[src/sv/smoothed_gain_pan_stage_core_macros.svh]
// ----------------------------------------------------------------------------
// smoothed gain / pan stage assertion macros
// Property wrappers on clk with rst_n low disabling the check.
// ----------------------------------------------------------------------------
`ifndef SMOOTHED_GAIN_PAN_STAGE_CORE_MACROS_SVH
`define SMOOTHED_GAIN_PAN_STAGE_CORE_MACROS_SVH

// same-cycle implication
`define SGP_ASSERT_IMPL(lbl, ante, cons, msg) \
    lbl: assert property (@(posedge clk) disable iff (!rst_n) (ante) |-> (cons)) \
        else $error(msg);

// next-cycle implication
`define SGP_ASSERT_NEXT(lbl, ante, cons, msg) \
    lbl: assert property (@(posedge clk) disable iff (!rst_n) (ante) |=> (cons)) \
        else $error(msg);

`endif

[src/sv/sgp_pkg.sv]
// ----------------------------------------------------------------------------
// sgp_pkg
// Shared constants, control structs and the exponent table builder.
// ----------------------------------------------------------------------------
package sgp_pkg;

    localparam int SAMPLE_BITS_DEF    = 24;
    localparam int EXP_TABLE_BITS_DEF = 6;

    localparam int COEF           = 328;
    localparam int OCT_PER_DB_Q24 = 2786636;
    localparam int LN2_Q30        = 744261118;

    localparam int CFG_IDX_BITS  = 2;
    localparam int CFG_DATA_BITS = 16;

    localparam logic [CFG_IDX_BITS-1:0] REG_GAIN_DB  = 2'd0;
    localparam logic [CFG_IDX_BITS-1:0] REG_GAIN_MOD = 2'd1;
    localparam logic [CFG_IDX_BITS-1:0] REG_PAN_POS  = 2'd2;
    localparam logic [CFG_IDX_BITS-1:0] REG_PAN_MOD  = 2'd3;

    typedef struct packed {
        logic tgt;
        logic diff;
        logic mul;
        logic upd;
        logic oct;
        logic look;
        logic interp;
    } sgp_par_ctl_t;

    typedef struct packed {
        logic load;
        logic mul_a;
        logic mul_m;
        logic fin;
    } sgp_lane_ctl_t;

    // series terms vanish well before the last arm
    function automatic longint unsigned div_small(input longint unsigned v,
                                                  input int unsigned k);
        longint unsigned q;
        case (k)
            1:       q = v;
            2:       q = v / 64'd2;
            3:       q = v / 64'd3;
            4:       q = v / 64'd4;
            5:       q = v / 64'd5;
            6:       q = v / 64'd6;
            7:       q = v / 64'd7;
            8:       q = v / 64'd8;
            9:       q = v / 64'd9;
            10:      q = v / 64'd10;
            11:      q = v / 64'd11;
            12:      q = v / 64'd12;
            13:      q = v / 64'd13;
            14:      q = v / 64'd14;
            15:      q = v / 64'd15;
            16:      q = v / 64'd16;
            default: q = 64'd0;
        endcase
        return q;
    endfunction

    // 2^(i/2^tbits) in q2.30 by taylor series of exp
    function automatic logic [31:0] exp_entry(input int unsigned i,
                                              input int unsigned tbits);
        longint unsigned z;
        longint unsigned acc;
        longint unsigned term;
        int unsigned     k;
        z    = (64'(LN2_Q30) * 64'(i)) >> tbits;
        acc  = 64'd1 << 30;
        term = 64'd1 << 30;
        for (k = 1; k < 40; k++) begin
            if (term != 64'd0) begin
                term = div_small((term * z) >> 30, k);
                acc  = acc + term;
            end
        end
        return acc[31:0];
    endfunction

endpackage

[src/sv/sgp_merge.sv]
// ----------------------------------------------------------------------------
// sgp_merge
// Joins the two lane results into one output item and holds it until taken.
// ----------------------------------------------------------------------------
module sgp_merge #(
    parameter int SAMPLE_BITS = sgp_pkg::SAMPLE_BITS_DEF
) (
    input  logic                                       clk,
    input  logic                                       rst_n,
    input  logic                                       load,
    input  logic [SAMPLE_BITS-1:0]                     left,
    input  logic [SAMPLE_BITS-1:0]                     right,
    output logic                                       tvalid,
    input  logic                                       tready,
    output logic [((2*SAMPLE_BITS+7)/8)*8-1:0]         tdata
);

    localparam int OUT_W = ((2 * SAMPLE_BITS + 7) / 8) * 8;

    logic             valid_reg;
    logic [OUT_W-1:0] data_reg;

    always_ff @(posedge clk or negedge rst_n)
    begin
        if (!rst_n)
            valid_reg <= 1'b0;
        else if (load)
            valid_reg <= 1'b1;
        else if (tready)
            valid_reg <= 1'b0;
    end

    always_ff @(posedge clk)
    begin
        if (load)
            data_reg <= OUT_W'({right, left});
    end

    assign tvalid = valid_reg;
    assign tdata  = data_reg;

endmodule

[config.mk]
export PLATFORM = sky130hd
export DESIGN_NAME = sgp_merge
export DESIGN_NICKNAME = d
export VERILOG_FILES = /design/src/sv/smoothed_gain_pan_stage_core_macros.svh /design/src/sv/sgp_pkg.sv /design/src/sv/sgp_merge.sv
export SDC_FILE = /design/constraint.sdc
export NUM_CORES = 1
export LEC_CHECK = 0
export BUFFER_PORTS_ARGS = -buffer_cell sky130_fd_sc_hd__buf_2
export CORE_ASPECT_RATIO = 1.1
export CORE_MARGIN = 2
export CORE_UTILIZATION = 40
export CTS_CLUSTER_SIZE = 20
export DETAILED_ROUTE_END_ITERATION = 6
export GPL_ROUTABILITY_DRIVEN = 0
export PLACE_DENSITY = 0.79
export SYNTH_ARGS = -nofsm -noshare
export SYNTH_HDL_FRONTEND = slang
export SYNTH_SLANG_ARGS = --single-unit
[constraint.sdc]
create_clock -name clk -period 0.8 [get_ports clk]
set_input_delay 0.04 -clock clk [delete_from_list [all_inputs] [get_ports clk]]
set_output_delay 0.04 -clock clk [all_outputs]
set_load 0.005 [all_outputs]
==> results.ini <==
[sta]
clock.fmax_mhz=1110
hold_ws_ns=0.0424
finalCriticalPeriod_ns=0.898
fin_skew_ns=0
rsz0062_at_grt=true
tns_ns=-1.93
setup_slack_ns=-0.0979
relSlewSlack_pct=90.7
timing_hold_violations_final=0
drv_slew=0
setup_viol=49
timing.final.crit_share_pct=112
worst_pin_slew_ns=0.140

[worst_setup_path]
crit_fanout=1
crit_arrival_ns=0.86
crit_type=flip-flop to output port
required_ns=0.76
crit_chain=buf_2
cp.buffers_inverters=1
critical_path.startpoint_type=flip-flop
cp_slowest_cell=edfxtp_1
critPathTopFamily=flip-flops
slowest_delay_ns=0.41
end_kind=output port

[global_route]
grt_pass1_vias=1154
use_met3_pct=6.13
grt_start_max_net_pins=27
grt_pass1_wl_mm=5.31
grt_use_total_pct=18.6
met1_usage_pct=16.8
antenna_found_initial=0
grtUsageMet2_pct=34.6
overflow=0
grt-busiest-layer=met2

[synth]
syn_area_mm2=0.00148
synth-seq-cells=49
synth_nets=103
synth_cells=51
synth.avg_cell_area_um2=29.0
yosysSeqAreaShare_pct=99.2
ys_types=4
ys_warn_count=0

[cells_and_area]
layout.nets=262
final_area_mm2=0.00267
drive_above_1_share_pct=52.1
fillCellCount=216
syn2layout_area_growth_pct=80.9
diodes=0

[clock_tree]
post_cts_buffers=0
cts_root_buffer=clkbuf_8
clk_latency_ns=0.29
numCtsBuffers=5
cts_htree_levels=2
clk_pin_slew_ns=0.09
cts_sinks=49
cts.path.max_buffers=2
tritoncts=done

[place]
portBuffers=100
place_area_mm2=0.00208
dp_hpwl_mm=2.23

[routing]
routed_wirelength_mm=3.91
drt-initial-drc-count=51
vias_per_cell=4.33
drc_errors=0
num_vias=1131
dr.pass1.iters=4
ant_nets=0
wl_per_cell_um=15.0

[power]
leakagePower_nw=1.16
p_per_area_mw_per_mm2=1920
ir_worst_vdd_mv=1.54

[floorplanning]
rows=23
start_util_pct=41.1
die_x_um=62.0
io_pins=101
die_h_um=67.7
die_area_mm2=0.00420
coreArea_mm2=0.00360

[outcome]
status=complete, but fails checks
violations=negative setup slack

[hold_path]
hp-class=primary input to asynchronous set/reset pin

[flow_run]
drv_cap=0

stage by stage:
| stage | cells | total power [mW] | util (%) | worst slack, ns |
|---|---|---|---|---|
| after floorplan | 51 | 3.18 | - | 0.149 |
| after global placement | 203 | 3.55 | 57.8 | 0.137 |
| after detailed placement | 203 | 3.57 | 57.8 | 0.117 |
| after CTS | 261 | 5.15 | 74.3 | -0.0833 |
| after global routing | 261 | 5.32 | 74.3 | -0.123 |
| final | 261 | 5.12 | 74.3 | -0.0979 |
flip-flops by register name, indices dropped and copies added (netlist names):
signal  count
tdata      48
tvalid      1
where the power goes:
| group | leakage, nW | internal [mW] | switching [mW] | total [mW] |
|---|---|---|---|---|
| Sequential | 0.481 | 3.04 | 0.0540 | 3.09 |
| Clock | 0.0481 | 0.620 | 0.784 | 1.40 |
| Combinational | 0.631 | 0.390 | 0.234 | 0.623 |
| Total | 1.16 | 4.05 | 1.07 | 5.12 |
cells by family after synthesis:
| group | after synthesis | synth area share (%) |
|---|---|---|
| AO/OA/AOI/OAI | 1 | 0.508 |
| buffers and inverters | 1 | 0.254 |
| flip-flops | 49 | 99.2 |
final cells by class:
type / instances / area, um^2 / area share (%)
sequential: 49 / 1470 / 54.9
inverter: 1 / 3.75 / 0.140
clock inverter: 3 / 22.5 / 0.843
tap: 50 / 62.6 / 2.34
clock buffer: 5 / 68.8 / 2.57
timing repair buffer: 152 / 1040 / 39.0
multi-input combinational: 1 / 7.51 / 0.281
layer usage:
metal	wire [um]	share of wire [%]	vias to the layer above
li1	-	-	519
met1	1220	31	532
met2	2260	58	68
met3	285	7.3	12
met4	143	3.7	0
met5	0	0	-
layout by cell type, fill, tap and decap left out:
master	instances
a21o_1	1
buf_12	2
buf_2	100
clkbuf_8	5
clkinv_2	1
clkinv_4	2
dfrtp_1	1
dlygate4sd3_1	50
edfxtp_1	48
inv_1	1
timing repair:
action                                  CTS  global route
pin swaps                                 0             0
hold endpoints to repair                 50             0
endpoints found under the setup margin   49            49
hold buffers                             50             0
gates resized for setup                   0             0
cells in the mapped netlist:
cell type | n | area [um^2]
edfxtp_1 | 48 | 1440
a21o_1 | 1 | 7.51
inv_1 | 1 | 3.75
dfrtp_1 | 1 | 25.0
final timing paths:
path	end	cells after the start	slack, ns	start
worst min-delay path	tvalid	2	0.04	rst_n
min in group clk	tdata[15]	2	0.23	load
worst min register to register	tvalid	1	0.52	tvalid
max in group asynchronous	tvalid	2	0.67	rst_n
worst max-delay path	tdata[22]	1	-0.1	tdata[22]
worst max register to register	tvalid	1	0.12	tvalid
Power figures use the tool's default switching activity.
