===== src/sv/smoothed_gain_pan_stage_core_macros.svh =====
// ----------------------------------------------------------------------------
// smoothed gain / pan stage assertion macros
// Property wrappers on clk with rst_n low disabling the check.
// ----------------------------------------------------------------------------
`ifndef SMOOTHED_GAIN_PAN_STAGE_CORE_MACROS_SVH
`define SMOOTHED_GAIN_PAN_STAGE_CORE_MACROS_SVH

// same-cycle implication
`define SGP_ASSERT_IMPL(lbl, ante, cons, msg) \
    lbl: assert property (@(posedge clk) disable iff (!rst_n) (ante) |-> (cons)) \
        else $error(msg);

// next-cycle implication
`define SGP_ASSERT_NEXT(lbl, ante, cons, msg) \
    lbl: assert property (@(posedge clk) disable iff (!rst_n) (ante) |=> (cons)) \
        else $error(msg);

`endif


===== src/sv/sgp_pkg.sv =====
// ----------------------------------------------------------------------------
// sgp_pkg
// Shared constants, control structs and the exponent table builder.
// ----------------------------------------------------------------------------
package sgp_pkg;

    localparam int SAMPLE_BITS_DEF    = 24;
    localparam int EXP_TABLE_BITS_DEF = 6;

    localparam int COEF           = 328;
    localparam int OCT_PER_DB_Q24 = 2786636;
    localparam int LN2_Q30        = 744261118;

    localparam int CFG_IDX_BITS  = 2;
    localparam int CFG_DATA_BITS = 16;

    localparam logic [CFG_IDX_BITS-1:0] REG_GAIN_DB  = 2'd0;
    localparam logic [CFG_IDX_BITS-1:0] REG_GAIN_MOD = 2'd1;
    localparam logic [CFG_IDX_BITS-1:0] REG_PAN_POS  = 2'd2;
    localparam logic [CFG_IDX_BITS-1:0] REG_PAN_MOD  = 2'd3;

    typedef struct packed {
        logic tgt;
        logic diff;
        logic mul;
        logic upd;
        logic oct;
        logic look;
        logic interp;
    } sgp_par_ctl_t;

    typedef struct packed {
        logic load;
        logic mul_a;
        logic mul_m;
        logic fin;
    } sgp_lane_ctl_t;

    // series terms vanish well before the last arm
    function automatic longint unsigned div_small(input longint unsigned v,
                                                  input int unsigned k);
        longint unsigned q;
        case (k)
            1:       q = v;
            2:       q = v / 64'd2;
            3:       q = v / 64'd3;
            4:       q = v / 64'd4;
            5:       q = v / 64'd5;
            6:       q = v / 64'd6;
            7:       q = v / 64'd7;
            8:       q = v / 64'd8;
            9:       q = v / 64'd9;
            10:      q = v / 64'd10;
            11:      q = v / 64'd11;
            12:      q = v / 64'd12;
            13:      q = v / 64'd13;
            14:      q = v / 64'd14;
            15:      q = v / 64'd15;
            16:      q = v / 64'd16;
            default: q = 64'd0;
        endcase
        return q;
    endfunction

    // 2^(i/2^tbits) in q2.30 by taylor series of exp
    function automatic logic [31:0] exp_entry(input int unsigned i,
                                              input int unsigned tbits);
        longint unsigned z;
        longint unsigned acc;
        longint unsigned term;
        int unsigned     k;
        z    = (64'(LN2_Q30) * 64'(i)) >> tbits;
        acc  = 64'd1 << 30;
        term = 64'd1 << 30;
        for (k = 1; k < 40; k++) begin
            if (term != 64'd0) begin
                term = div_small((term * z) >> 30, k);
                acc  = acc + term;
            end
        end
        return acc[31:0];
    endfunction

endpackage


===== src/sv/sgp_lane.sv =====
// ----------------------------------------------------------------------------
// sgp_lane
// One channel: pan scaling, gain mantissa multiply, exponent shift, saturation.
// ----------------------------------------------------------------------------
module sgp_lane #(
    parameter int SAMPLE_BITS = sgp_pkg::SAMPLE_BITS_DEF
) (
    input  logic                          clk,
    input  sgp_pkg::sgp_lane_ctl_t         ctl,
    input  logic signed [SAMPLE_BITS-1:0] sample_in,
    input  logic [16:0]                   pan_gain,
    input  logic [31:0]                   mant,
    input  logic signed [7:0]             expo,
    output logic signed [SAMPLE_BITS-1:0] sample_out
);

    localparam int AW = SAMPLE_BITS + 18;
    localparam int MW = SAMPLE_BITS + 33;
    localparam logic signed [65:0] SAT_HI = (66'sd1 <<< (SAMPLE_BITS - 1)) - 66'sd1;
    localparam logic signed [65:0] SAT_LO = -SAT_HI - 66'sd1;

    logic signed [SAMPLE_BITS-1:0] samp_reg;
    logic signed [SAMPLE_BITS-1:0] a_reg, a_next;
    logic signed [MW-1:0]          am_reg, am_next;
    logic signed [SAMPLE_BITS-1:0] out_reg, out_next;

    logic signed [AW-1:0] pa;
    logic signed [AW-1:0] pa_rnd;
    logic signed [8:0]    sh_raw;
    logic [5:0]           sh;
    logic signed [65:0]   rnd66;
    logic signed [65:0]   sum66;
    logic signed [65:0]   v66;

    always_comb
    begin
        pa     = AW'(samp_reg) * AW'($signed({1'b0, pan_gain}));
        pa_rnd = (pa + AW'(16384)) >>> 15;
        a_next = pa_rnd[SAMPLE_BITS-1:0];

        am_next = MW'(a_reg) * MW'($signed({1'b0, mant}));

        sh_raw = 9'sd30 - 9'(expo);
        if (sh_raw < 9'sd1)
            sh = 6'd1;
        else if (sh_raw > 9'sd62)
            sh = 6'd62;
        else
            sh = sh_raw[5:0];
        rnd66 = 66'sd1 <<< (sh - 6'd1);
        sum66 = 66'(am_reg) + rnd66;
        v66   = sum66 >>> sh;
        if (v66 > SAT_HI)
            out_next = SAT_HI[SAMPLE_BITS-1:0];
        else if (v66 < SAT_LO)
            out_next = SAT_LO[SAMPLE_BITS-1:0];
        else
            out_next = v66[SAMPLE_BITS-1:0];
    end

    always_ff @(posedge clk)
    begin
        if (ctl.load)
            samp_reg <= sample_in;
        if (ctl.mul_a)
            a_reg <= a_next;
        if (ctl.mul_m)
            am_reg <= am_next;
        if (ctl.fin)
            out_reg <= out_next;
    end

    assign sample_out = out_reg;

endmodule


===== config.mk =====
export PLATFORM = sky130hd
export DESIGN_NAME = sgp_lane
export DESIGN_NICKNAME = d
export VERILOG_FILES = /design/src/sv/smoothed_gain_pan_stage_core_macros.svh /design/src/sv/sgp_pkg.sv /design/src/sv/sgp_lane.sv
export SDC_FILE = /design/constraint.sdc
export NUM_CORES = 2
export LEC_CHECK = 0
export BUFFER_PORTS_ARGS = -buffer_cell sky130_fd_sc_hd__buf_2
export CAP_MARGIN = 20
export CORE_UTILIZATION = 45
export CTS_CLUSTER_DIAMETER = 60
export CTS_CLUSTER_SIZE = 25
export DETAILED_ROUTE_END_ITERATION = 10
export PLACE_DENSITY = 0.68
export RECOVER_POWER = 25
export SLEW_MARGIN = 20
export SYNTH_ARGS = -nofsm -noshare
export SYNTH_HDL_FRONTEND = slang
export SYNTH_SLANG_ARGS = --single-unit

===== constraint.sdc =====
create_clock -name clk -period 13.3 [get_ports clk]
set_input_delay 2.66 -clock clk [delete_from_list [all_inputs] [get_ports clk]]
set_output_delay 2.66 -clock clk [all_outputs]
set_load 0.02 [all_outputs]

==> metrics.txt <==
status finished clean; Iteration-0 DRC Markers 3523; post-route clock period utilization 0.9072; Port Buffers 109; global-route wire length before repair 247800 um; CP Launch Type primary input; number of global-route vias before repair 44800; Compound-Gate Fraction of Synth Area 0.1101; ANT nets after route 0; Worst Hold Class reg -> reg; mux share of post-synthesis cell area 0.01249; hold buffers post-CTS 0; CTS Buffer Depth 2; number of CTS-inserted buffers 17; Worst Setup End Kind register; setup TNS 0 ns; final hold viol count 0; adder-cell share of the synthesized area 0.4906; multi-input logic area 43370 um2; final net count 7515; relative slew slack 0.1110; area of the mapped netlist 52700 um2; Synth Flop Type edfxtp_1; Synth Net Count 7659; area delta synth->final 4.041%; largest family of logic cells by synthesized area adder cells; DRC 0; Worst Tran Pin Value 1.333 ns; yosys synthesis warning count 0; IO Count 110; RSZ-0062 raised after global routing no; Synth async-reset ratio 0; Clk pin slew, worst setup/hold paths 0.07 ns; Vias/cell 5.709; row cnt 125; WP data required 13.64 ns; global route total overflow 0; commonest non-fill, non-tap cell in the layout inv_1; Detailed Routing Iterations Pass 1 6; htree depth 4; vias post-DR 42950; die width 344.2 um; root buf cell clkbuf_16; CP max stage cell o31ai_4; XOR/XNOR Fraction of Synth Area 0.02160; Max Clk Rate 82.88 MHz; max incr delay on CP 0.80 ns; Arr. time, crit path 12.40 ns; die area 118500 um2; Routed WL per cell 20.46 um; Clock Sinks 129; Maximum Capacitance Violations 0; initial antenna violation count 3; share of cells above drive strength 1 0.04485; unique cell type count in the Yosys netlist 102; Seq/Total Area, Yosys 0.07350; Initial Utilization 0.4535; Post-Synthesis Cells 6130; GRT Overall Usage 0.2677; hpwl dp 122100 um; post-CTS sizing 0; Final Max Slew Viols 0; Clock Latency Late Sink 0.49 ns; Synth Area in Simple Gates 0.1872; max reg flops 57; Post-synth EDFFs 129; flops & latches, synth 129; Die Span Y 344.2 um; Final Critical Period 12.07 ns; endpoints failing setup 0; cell family with the largest share of critical-path delay compound AO/OA/AOI/OAI gates; largest net degree at the start of global routing 74; number of fill cells 11100; WP buf/inv 3; Final Wtd Congestion 0.9989; TritonCTS clock tree yes; CP Max Fanout 23; Post-Syn Area per Cell 8.597 um2; most frequent CP cell ha_1; Core ar. 116200 um2; Worst Clk Skew 0.01201 ns; most frequent cells in the layout 1095 x inv_1, 1039 x fa_1, 947 x nand2_1, 460 x and2_1, 404 x ha_1; Setup Fix Bufs, Post-CTS 0; wirelength, routed 153900 um; Reg area 3874 um2; Crit Path Class in -> reg
metrics by stage:
stage / std cells / utilization / worst slack (ns) / area [um2] / hold slack, ns
6_report: 7524 / 0.4718 / 1.234 / 54830 / 0.9990
5_1_grt: 7522 / 0.4718 / 0.7480 / 54830 / 1.038
4_1_cts: 7522 / 0.4719 / 1.481 / 54830 / 0.9848
3_5_place_dp: 7491 / 0.4670 / 1.002 / 54270 / 0.9671
3_3_place_gp: 7491 / 0.4670 / 1.072 / 54270 / 0.9485
2_1_floorplan: 6130 / - / 2.640 / 52700 / 0.7992
synthesized netlist by cell type (16+ instances only):
cell	number	area, um2
a211o_1	17	148.9
a211oi_1	61	457.9
a21o_1	49	367.9
a21oi_1	206	1031
a31oi_1	23	143.9
and2_1	461	2884
and3_1	24	150.1
buf_2	45	225.2
clkbuf_1	258	968.4
edfxtp_1	129	3874
fa_1	1039	20800
ha_1	404	5055
inv_1	1096	4114
mux2i_1	59	590.6
nand2_1	948	3558
nand2b_1	52	325.3
nand3_1	62	310.3
nand4_1	44	275.3
nor2_1	276	1036
nor3_1	91	455.4
nor4_1	22	137.6
o211ai_1	54	405.4
o21a_1	28	210.2
o21ai_0	138	690.7
o21ai_1	44	220.2
o21bai_1	17	127.6
o22ai_1	16	100.1
or2_2	17	106.4
or3_1	22	137.6
xnor2_1	97	849.6
xor2_1	33	289.0
cells by family (layout without fill, tap and decap cells):
group | count (synthesis) | in the layout
and+or+nand+nor | 2079 | 2079
adders and majority gates | 1443 | 1443
buffers and inverters | 1430 | 1298
AOI/OAI and AO/OA | 854 | 854
xor gates and xnor gates | 130 | 130
DFF | 129 | 129
muxes | 65 | 65
other | 0 | 2
area by class of cell:
type | instances | area share
flip-flops and latches | 129 | 0.07065
clock buffers | 17 | 0.007759
multi-input cells | 4571 | 0.7911
clock inverters | 14 | 0.002465
inverters | 1098 | 0.07517
repair buffers | 169 | 0.01803
diodes | 2 | 0.00009128
well taps | 1524 | 0.03478
worst reg2reg max path, delay by kind of cell, from the launching register on:
kind,cells,cell delay (ns)
xor+xnor,1,0.18
compound gates,11,3.11
fa+ha+maj,8,3.94
buf+inv,5,0.46
simple gates,3,0.84
flops,1,0.36
layer usage:
metal	share of wire	track usage
met1	0.41	0.3464
met2	0.49	0.4616
met3	0.061	0.03274
met4	0.035	0.09274
met5	0.00015	0
final timing paths:
check	end	cells after the start	slack, ns	startpoint
max	sample_out[6]	30	1.23	expo[0]
max reg2reg	am_reg[56]	28	4.12	a_reg[0]
min reg2reg	am_reg[0]	2	1.0	a_reg[0]
min	am_reg[0]	2	1.0	a_reg[0]
Power is not shown: default switching activity piles up to over one toggle a cycle in this logic, so the estimate is an artifact.
