`config.mk`:
```
export PLATFORM = sky130hd
export DESIGN_NAME = sgp_param
export DESIGN_NICKNAME = d
export VERILOG_FILES = /design/src/sv/smoothed_gain_pan_stage_core_macros.svh /design/src/sv/sgp_pkg.sv /design/src/sv/sgp_param.sv
export SDC_FILE = /design/constraint.sdc
export NUM_CORES = 2
export LEC_CHECK = 0
export BUFFER_PORTS_ARGS = -buffer_cell sky130_fd_sc_hd__buf_2
export CELL_PAD_IN_SITES_DETAIL_PLACEMENT = 1
export CELL_PAD_IN_SITES_GLOBAL_PLACEMENT = 2
export CORE_UTILIZATION = 30
export DETAILED_ROUTE_END_ITERATION = 10
export GPL_TIMING_DRIVEN = 0
export PLACE_DENSITY = 0.68
export SYNTH_ARGS = -nofsm -noshare
export SYNTH_HDL_FRONTEND = slang
export SYNTH_SLANG_ARGS = --single-unit
export TNS_END_PERCENT = 20
```
`constraint.sdc`:
```
create_clock -name clk -period 11.61 [get_ports clk]
set_input_delay 1.7415 -clock clk [delete_from_list [all_inputs] [get_ports clk]]
set_output_delay 1.7415 -clock clk [all_outputs]
set_load 0.03 [all_outputs]
```
`src/sv/smoothed_gain_pan_stage_core_macros.svh`:
```
// ----------------------------------------------------------------------------
// smoothed gain / pan stage assertion macros
// Property wrappers on clk with rst_n low disabling the check.
// ----------------------------------------------------------------------------
`ifndef SMOOTHED_GAIN_PAN_STAGE_CORE_MACROS_SVH
`define SMOOTHED_GAIN_PAN_STAGE_CORE_MACROS_SVH

// same-cycle implication
`define SGP_ASSERT_IMPL(lbl, ante, cons, msg) \
    lbl: assert property (@(posedge clk) disable iff (!rst_n) (ante) |-> (cons)) \
        else $error(msg);

// next-cycle implication
`define SGP_ASSERT_NEXT(lbl, ante, cons, msg) \
    lbl: assert property (@(posedge clk) disable iff (!rst_n) (ante) |=> (cons)) \
        else $error(msg);

`endif

```
`src/sv/sgp_pkg.sv`:
```
// ----------------------------------------------------------------------------
// sgp_pkg
// Shared constants, control structs and the exponent table builder.
// ----------------------------------------------------------------------------
package sgp_pkg;

    localparam int SAMPLE_BITS_DEF    = 24;
    localparam int EXP_TABLE_BITS_DEF = 6;

    localparam int COEF           = 328;
    localparam int OCT_PER_DB_Q24 = 2786636;
    localparam int LN2_Q30        = 744261118;

    localparam int CFG_IDX_BITS  = 2;
    localparam int CFG_DATA_BITS = 16;

    localparam logic [CFG_IDX_BITS-1:0] REG_GAIN_DB  = 2'd0;
    localparam logic [CFG_IDX_BITS-1:0] REG_GAIN_MOD = 2'd1;
    localparam logic [CFG_IDX_BITS-1:0] REG_PAN_POS  = 2'd2;
    localparam logic [CFG_IDX_BITS-1:0] REG_PAN_MOD  = 2'd3;

    typedef struct packed {
        logic tgt;
        logic diff;
        logic mul;
        logic upd;
        logic oct;
        logic look;
        logic interp;
    } sgp_par_ctl_t;

    typedef struct packed {
        logic load;
        logic mul_a;
        logic mul_m;
        logic fin;
    } sgp_lane_ctl_t;

    // series terms vanish well before the last arm
    function automatic longint unsigned div_small(input longint unsigned v,
                                                  input int unsigned k);
        longint unsigned q;
        case (k)
            1:       q = v;
            2:       q = v / 64'd2;
            3:       q = v / 64'd3;
            4:       q = v / 64'd4;
            5:       q = v / 64'd5;
            6:       q = v / 64'd6;
            7:       q = v / 64'd7;
            8:       q = v / 64'd8;
            9:       q = v / 64'd9;
            10:      q = v / 64'd10;
            11:      q = v / 64'd11;
            12:      q = v / 64'd12;
            13:      q = v / 64'd13;
            14:      q = v / 64'd14;
            15:      q = v / 64'd15;
            16:      q = v / 64'd16;
            default: q = 64'd0;
        endcase
        return q;
    endfunction

    // 2^(i/2^tbits) in q2.30 by taylor series of exp
    function automatic logic [31:0] exp_entry(input int unsigned i,
                                              input int unsigned tbits);
        longint unsigned z;
        longint unsigned acc;
        longint unsigned term;
        int unsigned     k;
        z    = (64'(LN2_Q30) * 64'(i)) >> tbits;
        acc  = 64'd1 << 30;
        term = 64'd1 << 30;
        for (k = 1; k < 40; k++) begin
            if (term != 64'd0) begin
                term = div_small((term * z) >> 30, k);
                acc  = acc + term;
            end
        end
        return acc[31:0];
    endfunction

endpackage

```
`src/sv/sgp_param.sv`:
```
// ----------------------------------------------------------------------------
// sgp_param
// Gain and pan smoothers, dB to octave conversion and table interpolation.
// ----------------------------------------------------------------------------
module sgp_param #(
    parameter int EXP_TABLE_BITS = sgp_pkg::EXP_TABLE_BITS_DEF
) (
    input  logic                 clk,
    input  logic                 rst_n,
    input  sgp_pkg::sgp_par_ctl_t ctl,
    input  logic signed [14:0]   gain_db,
    input  logic signed [15:0]   gain_mod,
    input  logic signed [15:0]   pan_pos,
    input  logic signed [15:0]   pan_mod,
    output logic [16:0]          pan_l,
    output logic [16:0]          pan_r,
    output logic [31:0]          mant,
    output logic signed [7:0]    expo
);

    localparam int TBL_N = 1 << EXP_TABLE_BITS;
    localparam int RB    = 16 - EXP_TABLE_BITS;
    localparam logic signed [16:0] PAN_ONE  = 17'sd32768;
    localparam logic signed [16:0] PAN_MONE = -17'sd32768;

    logic [31:0] exp_tbl [TBL_N+1];

    for (genvar g = 0; g <= TBL_N; g++) begin : g_tbl
        localparam logic [31:0] ENTRY = sgp_pkg::exp_entry(g, EXP_TABLE_BITS);
        assign exp_tbl[g] = ENTRY;
    end

    logic signed [15:0]        tg_reg, tg_next;
    logic signed [16:0]        tp_reg, tp_next;
    logic signed [25:0]        gdiff_reg, gdiff_next;
    logic signed [32:0]        pdiff_reg, pdiff_next;
    logic signed [34:0]        gprod_reg, gprod_next;
    logic signed [41:0]        pprod_reg, pprod_next;
    logic signed [24:0]        sg_reg, sg_next;
    logic signed [31:0]        sp_reg, sp_next;
    logic signed [23:0]        x_reg, x_next;
    logic [16:0]               pl_reg, pl_next;
    logic [16:0]               pr_reg, pr_next;
    logic signed [7:0]         e_reg, e_next;
    logic [31:0]               base_reg, base_next;
    logic [31:0]               d0_reg, d0_next;
    logic [RB-1:0]             r_reg, r_next;
    logic [31:0]               m_reg, m_next;

    logic signed [21:0]        gmod60;
    logic signed [21:0]        gmod_sh;
    logic signed [16:0]        tp_sum;
    logic signed [34:0]        gstep;
    logic signed [41:0]        pstep;
    logic signed [47:0]        xprod;
    logic signed [16:0]        p_val;
    logic [EXP_TABLE_BITS-1:0] idx;
    logic [EXP_TABLE_BITS:0]   idx_lo, idx_hi;
    logic [RB+31:0]            dprod;

    always_comb
    begin
        gmod60  = 22'(gain_mod) * 22'sd60;
        gmod_sh = gmod60 >>> 7;
        tg_next = 16'(gain_db) + $signed(gmod_sh[15:0]);
        tp_sum  = 17'(pan_pos) + 17'(pan_mod);
        tp_next = (tp_sum > PAN_ONE) ? PAN_ONE : ((tp_sum < PAN_MONE) ? PAN_MONE : tp_sum);

        gdiff_next = 26'($signed({tg_reg, 8'd0})) - 26'(sg_reg);
        pdiff_next = 33'($signed({tp_reg, 15'd0})) - 33'(sp_reg);

        gprod_next = 35'(gdiff_reg) * 35'(sgp_pkg::COEF);
        pprod_next = 42'(pdiff_reg) * 42'(sgp_pkg::COEF);

        // round half up, then shift by 16
        gstep   = (gprod_reg + 35'sd32768) >>> 16;
        pstep   = (pprod_reg + 42'sd32768) >>> 16;
        sg_next = sg_reg + gstep[24:0];
        sp_next = sp_reg + pstep[31:0];

        xprod   = 48'(sg_reg) * 48'(sgp_pkg::OCT_PER_DB_Q24);
        x_next  = xprod[47:24];
        p_val   = sp_reg[31:15];
        pl_next = (p_val > 17'sd0) ? 17'(PAN_ONE - p_val) : 17'(PAN_ONE);
        pr_next = (p_val < 17'sd0) ? 17'(PAN_ONE + p_val) : 17'(PAN_ONE);

        e_next    = x_reg[23:16];
        idx       = x_reg[15 -: EXP_TABLE_BITS];
        idx_lo    = {1'b0, idx};
        idx_hi    = idx_lo + 1'b1;
        r_next    = x_reg[RB-1:0];
        base_next = exp_tbl[idx_lo];
        d0_next   = exp_tbl[idx_hi] - exp_tbl[idx_lo];

        dprod  = (RB+32)'(d0_reg) * (RB+32)'(r_reg);
        m_next = base_reg + dprod[RB+31:RB];
    end

    always_ff @(posedge clk or negedge rst_n)
    begin
        if (!rst_n)
        begin
            sg_reg <= '0;
            sp_reg <= '0;
        end
        else if (ctl.upd)
        begin
            sg_reg <= sg_next;
            sp_reg <= sp_next;
        end
    end

    always_ff @(posedge clk)
    begin
        if (ctl.tgt)
        begin
            tg_reg <= tg_next;
            tp_reg <= tp_next;
        end
        if (ctl.diff)
        begin
            gdiff_reg <= gdiff_next;
            pdiff_reg <= pdiff_next;
        end
        if (ctl.mul)
        begin
            gprod_reg <= gprod_next;
            pprod_reg <= pprod_next;
        end
        if (ctl.oct)
        begin
            x_reg  <= x_next;
            pl_reg <= pl_next;
            pr_reg <= pr_next;
        end
        if (ctl.look)
        begin
            e_reg    <= e_next;
            base_reg <= base_next;
            d0_reg   <= d0_next;
            r_reg    <= r_next;
        end
        if (ctl.interp)
        begin
            m_reg <= m_next;
        end
    end

    assign pan_l = pl_reg;
    assign pan_r = pr_reg;
    assign mant  = m_reg;
    assign expo  = e_reg;

endmodule

```
==> flow_summary.json <==
{
  "syn_area_sq_um": 50930,
  "setup_viol": 0,
  "ys_types": 82,
  "place_inst": 7879,
  "cp-start-kind": "register",
  "hold_buffers": 0,
  "grt_max_degree": 60,
  "pin_count": 146,
  "hold_viol": 0,
  "timing.setup.tns_ns": 0,
  "r2r_start": "r_reg[9]",
  "core_area_sq_um": 167800,
  "synth.area.top_cells": "fa_1, ha_1, edfxtp_1",
  "final_nets": 7045,
  "crit_fanout": 10,
  "fin_cells": 7974,
  "num_rows": 150,
  "ys.warnings.count": 0,
  "rsz0062_at_grt": "no",
  "syn-num-nets": 6848,
  "slowest_stage": "a2111oi_0",
  "path_class": "register to register",
  "drc": 0,
  "report.final.slew_viol_count": 21,
  "root_buffer": "clkbuf_16",
  "fin_crit_ns": 10.50,
  "numCtsBuffers": 49,
  "die_y_um": 414.0,
  "ant_nets": 0,
  "tightest_slew_ns": 1.544,
  "clk_path_buf_depth": 3,
  "cts_resized": 0,
  "clkTransAtPathRegs_ns": 0.07,
  "synth_edf_count": 309,
  "cts_max_level": 2,
  "ys_async_sr_fraction_pct": 15.57,
  "syn2layout_area_growth_pct": 10.38,
  "yosysTopAreaCell": "fa_1",
  "synth_fa_ha_area_share_pct": 38.04,
  "numClockSinks": 366,
  "synthMuxAreaShare_pct": 1.079,
  "largest_register_ffs": 33,
  "yosys_most_used_dff": "edfxtp_1",
  "crit_top_cell": "fa_1",
  "dieWidth_um": 414.0,
  "ys_seq_elements": 366,
  "yosysTopAreaCellShare_pct": 19.69,
  "dp_hpwl_um": 145800,
  "grt_pass1_vias": 43910,
  "hold_path.startpoint": "x_reg[9]",
  "start_util_pct": 30.35,
  "crit_path_end_kind": "register",
  "drv_cap": 1,
  "ff2ff_setup_slack_ns": 1.11,
  "slowest_delay_ns": 0.79,
  "timing.rr.end": "mant[30]",
  "utilization_pct": 33.50,
  "vias": 40870,
  "grt_pass1_wl_um": 276500,
  "routed_wl_um": 180800,
  "grtUsageTotal_pct": 21.00,
  "antenna_found_initial": 7,
  "clk_latency_ns": 0.67,
  "grt_overflow": 0,
  "worst_slew_margin_rel_pct": -2.903,
  "viasPerCell": 5.126,
  "tritoncts": "done",
  "worst-r2r-cell-count": 34,
  "drtPass1Iterations": 6,
  "arrival_ns": 10.87,
  "synth_cells": 5529,
  "failed_checks": "max-capacitance violations, max-slew violations",
  "hold_depth": 0,
  "hold_class": "register to register",
  "post-route-period-util_pct": 90.41,
  "avgSynthCellArea_sq_um": 9.211,
  "synth-compound-area-share_pct": 13.20,
  "dieArea_sq_um": 171400,
  "status": "finished with violations",
  "hold_end": "r_reg[9]",
  "synth_top_family_by_area": "adder cells",
  "layout-drive-gt1-share_pct": 4.890,
  "numPortBuffers": 144,
  "synthSimpleGateAreaFrac_pct": 12.59,
  "post_cts_buffers": 0,
  "place_congestion": 0.9658,
  "synth_xor_area_share_pct": 5.796,
  "max_freq_ghz": 0.09527,
  "routedWlPerCell_um": 22.68,
  "cp.required_ns": 11.99,
  "drt_iter0_drc": 2627,
  "ys_seq_area_share_pct": 21.02,
  "clock-skew-final_ns": 0.07144
}
==> cells by family after synthesis <==
group | count (synthesis)
simple gates | 1358
fa+ha+maj | 1248
buf+inv | 1122
compound gates | 1054
flops | 366
xor+xnor | 337
mux | 44
==> synth_stat cells, drive strengths merged (88+ instances only) <==
master,number
fa,501
xor2,90
o21ai,257
ha,746
inv,919
nand3,88
clkbuf,164
xnor2,247
nor3,110
nor2,322
and2,180
a21o,100
a21oi,296
nand2,436
edfxtp,309
==> critical path, delay by kind of cell (launching register included) <==
| kind | cells | cell delay, ns |
|---|---|---|
| xor+xnor | 2 | 0.64 |
| buf+inv | 4 | 0.88 |
| fa+ha+maj | 7 | 3.22 |
| simple gates | 4 | 0.57 |
| compound gates | 17 | 4.32 |
| flops | 1 | 0.57 |
==> final cells by class <==
type	count	area, sq um
tap	2204	2758
multi-input combinational	4041	36010
antenna	3	7.507
sequential	366	10710
inverter	921	3457
timing repair buffer	146	785.8
clock buffer	61	1301
clock inverter	31	426.7
fill	19600	111600
buffer	201	757.0
==> per-layer routing <==
layer,vias up,wire [um],global-route usage (%)
met2,884,84020,35.00
met5,-,34,0
met1,20750,82440,28.11
li1,18940,-,-
met3,297,7656,2.504
met4,6,6685,7.057
==> layout by cell type, fill, tap and decap left out, types with 44 or more instances in the layout <==
| master | instances |
|---|---|
| inv_1 | 917 |
| ha_1 | 746 |
| fa_1 | 501 |
| nand2_1 | 436 |
| nor2_1 | 322 |
| edfxtp_1 | 309 |
| a21oi_1 | 296 |
| o21ai_0 | 255 |
| xnor2_1 | 247 |
| and2_1 | 180 |
| clkbuf_1 | 172 |
| buf_2 | 141 |
| nor3_1 | 110 |
| a21o_1 | 100 |
| xor2_1 | 90 |
| nand3_1 | 87 |
| dfrtp_1 | 56 |
| o21a_1 | 52 |
| clkbuf_16 | 49 |
| nor2b_1 | 48 |
| o211ai_1 | 47 |
| a211oi_1 | 44 |
==> how the worst max path moves through the flow <==
| stage | startpoint | endpoint | slack (ns) | cells past startpoint |
|---|---|---|---|---|
| after floorplan | r_reg[3] | mant[30] | 3.33 | 35 |
| final | r_reg[9] | mant[30] | 1.11 | 34 |
| after detailed placement | r_reg[9] | mant[30] | 1.04 | 34 |
| after global placement | r_reg[9] | mant[30] | 1.05 | 34 |
| after CTS | r_reg[9] | mant[30] | 0.98 | 34 |
| after global routing | r_reg[3] | mant[30] | 0.46 | 35 |
==> stage by stage <==
| step | area [sq um] | hold slack [ns] | worst slack [ns] |
|---|---|---|---|
| 3_5_place_dp | 54470 | 0.4062 | 1.042 |
| 5_1_grt | 56200 | 0.3944 | 0.4644 |
| 2_1_floorplan | 50930 | 0.4003 | 3.331 |
| 3_3_place_gp | 54400 | 0.4009 | 1.052 |
| 6_report | 56210 | 0.3644 | 1.113 |
| 4_1_cts | 56200 | 0.3738 | 0.9773 |
Power is left out: the tool's default activity adds up to more than one toggle a clock period on the data nets, which glitch-free logic cannot reach.
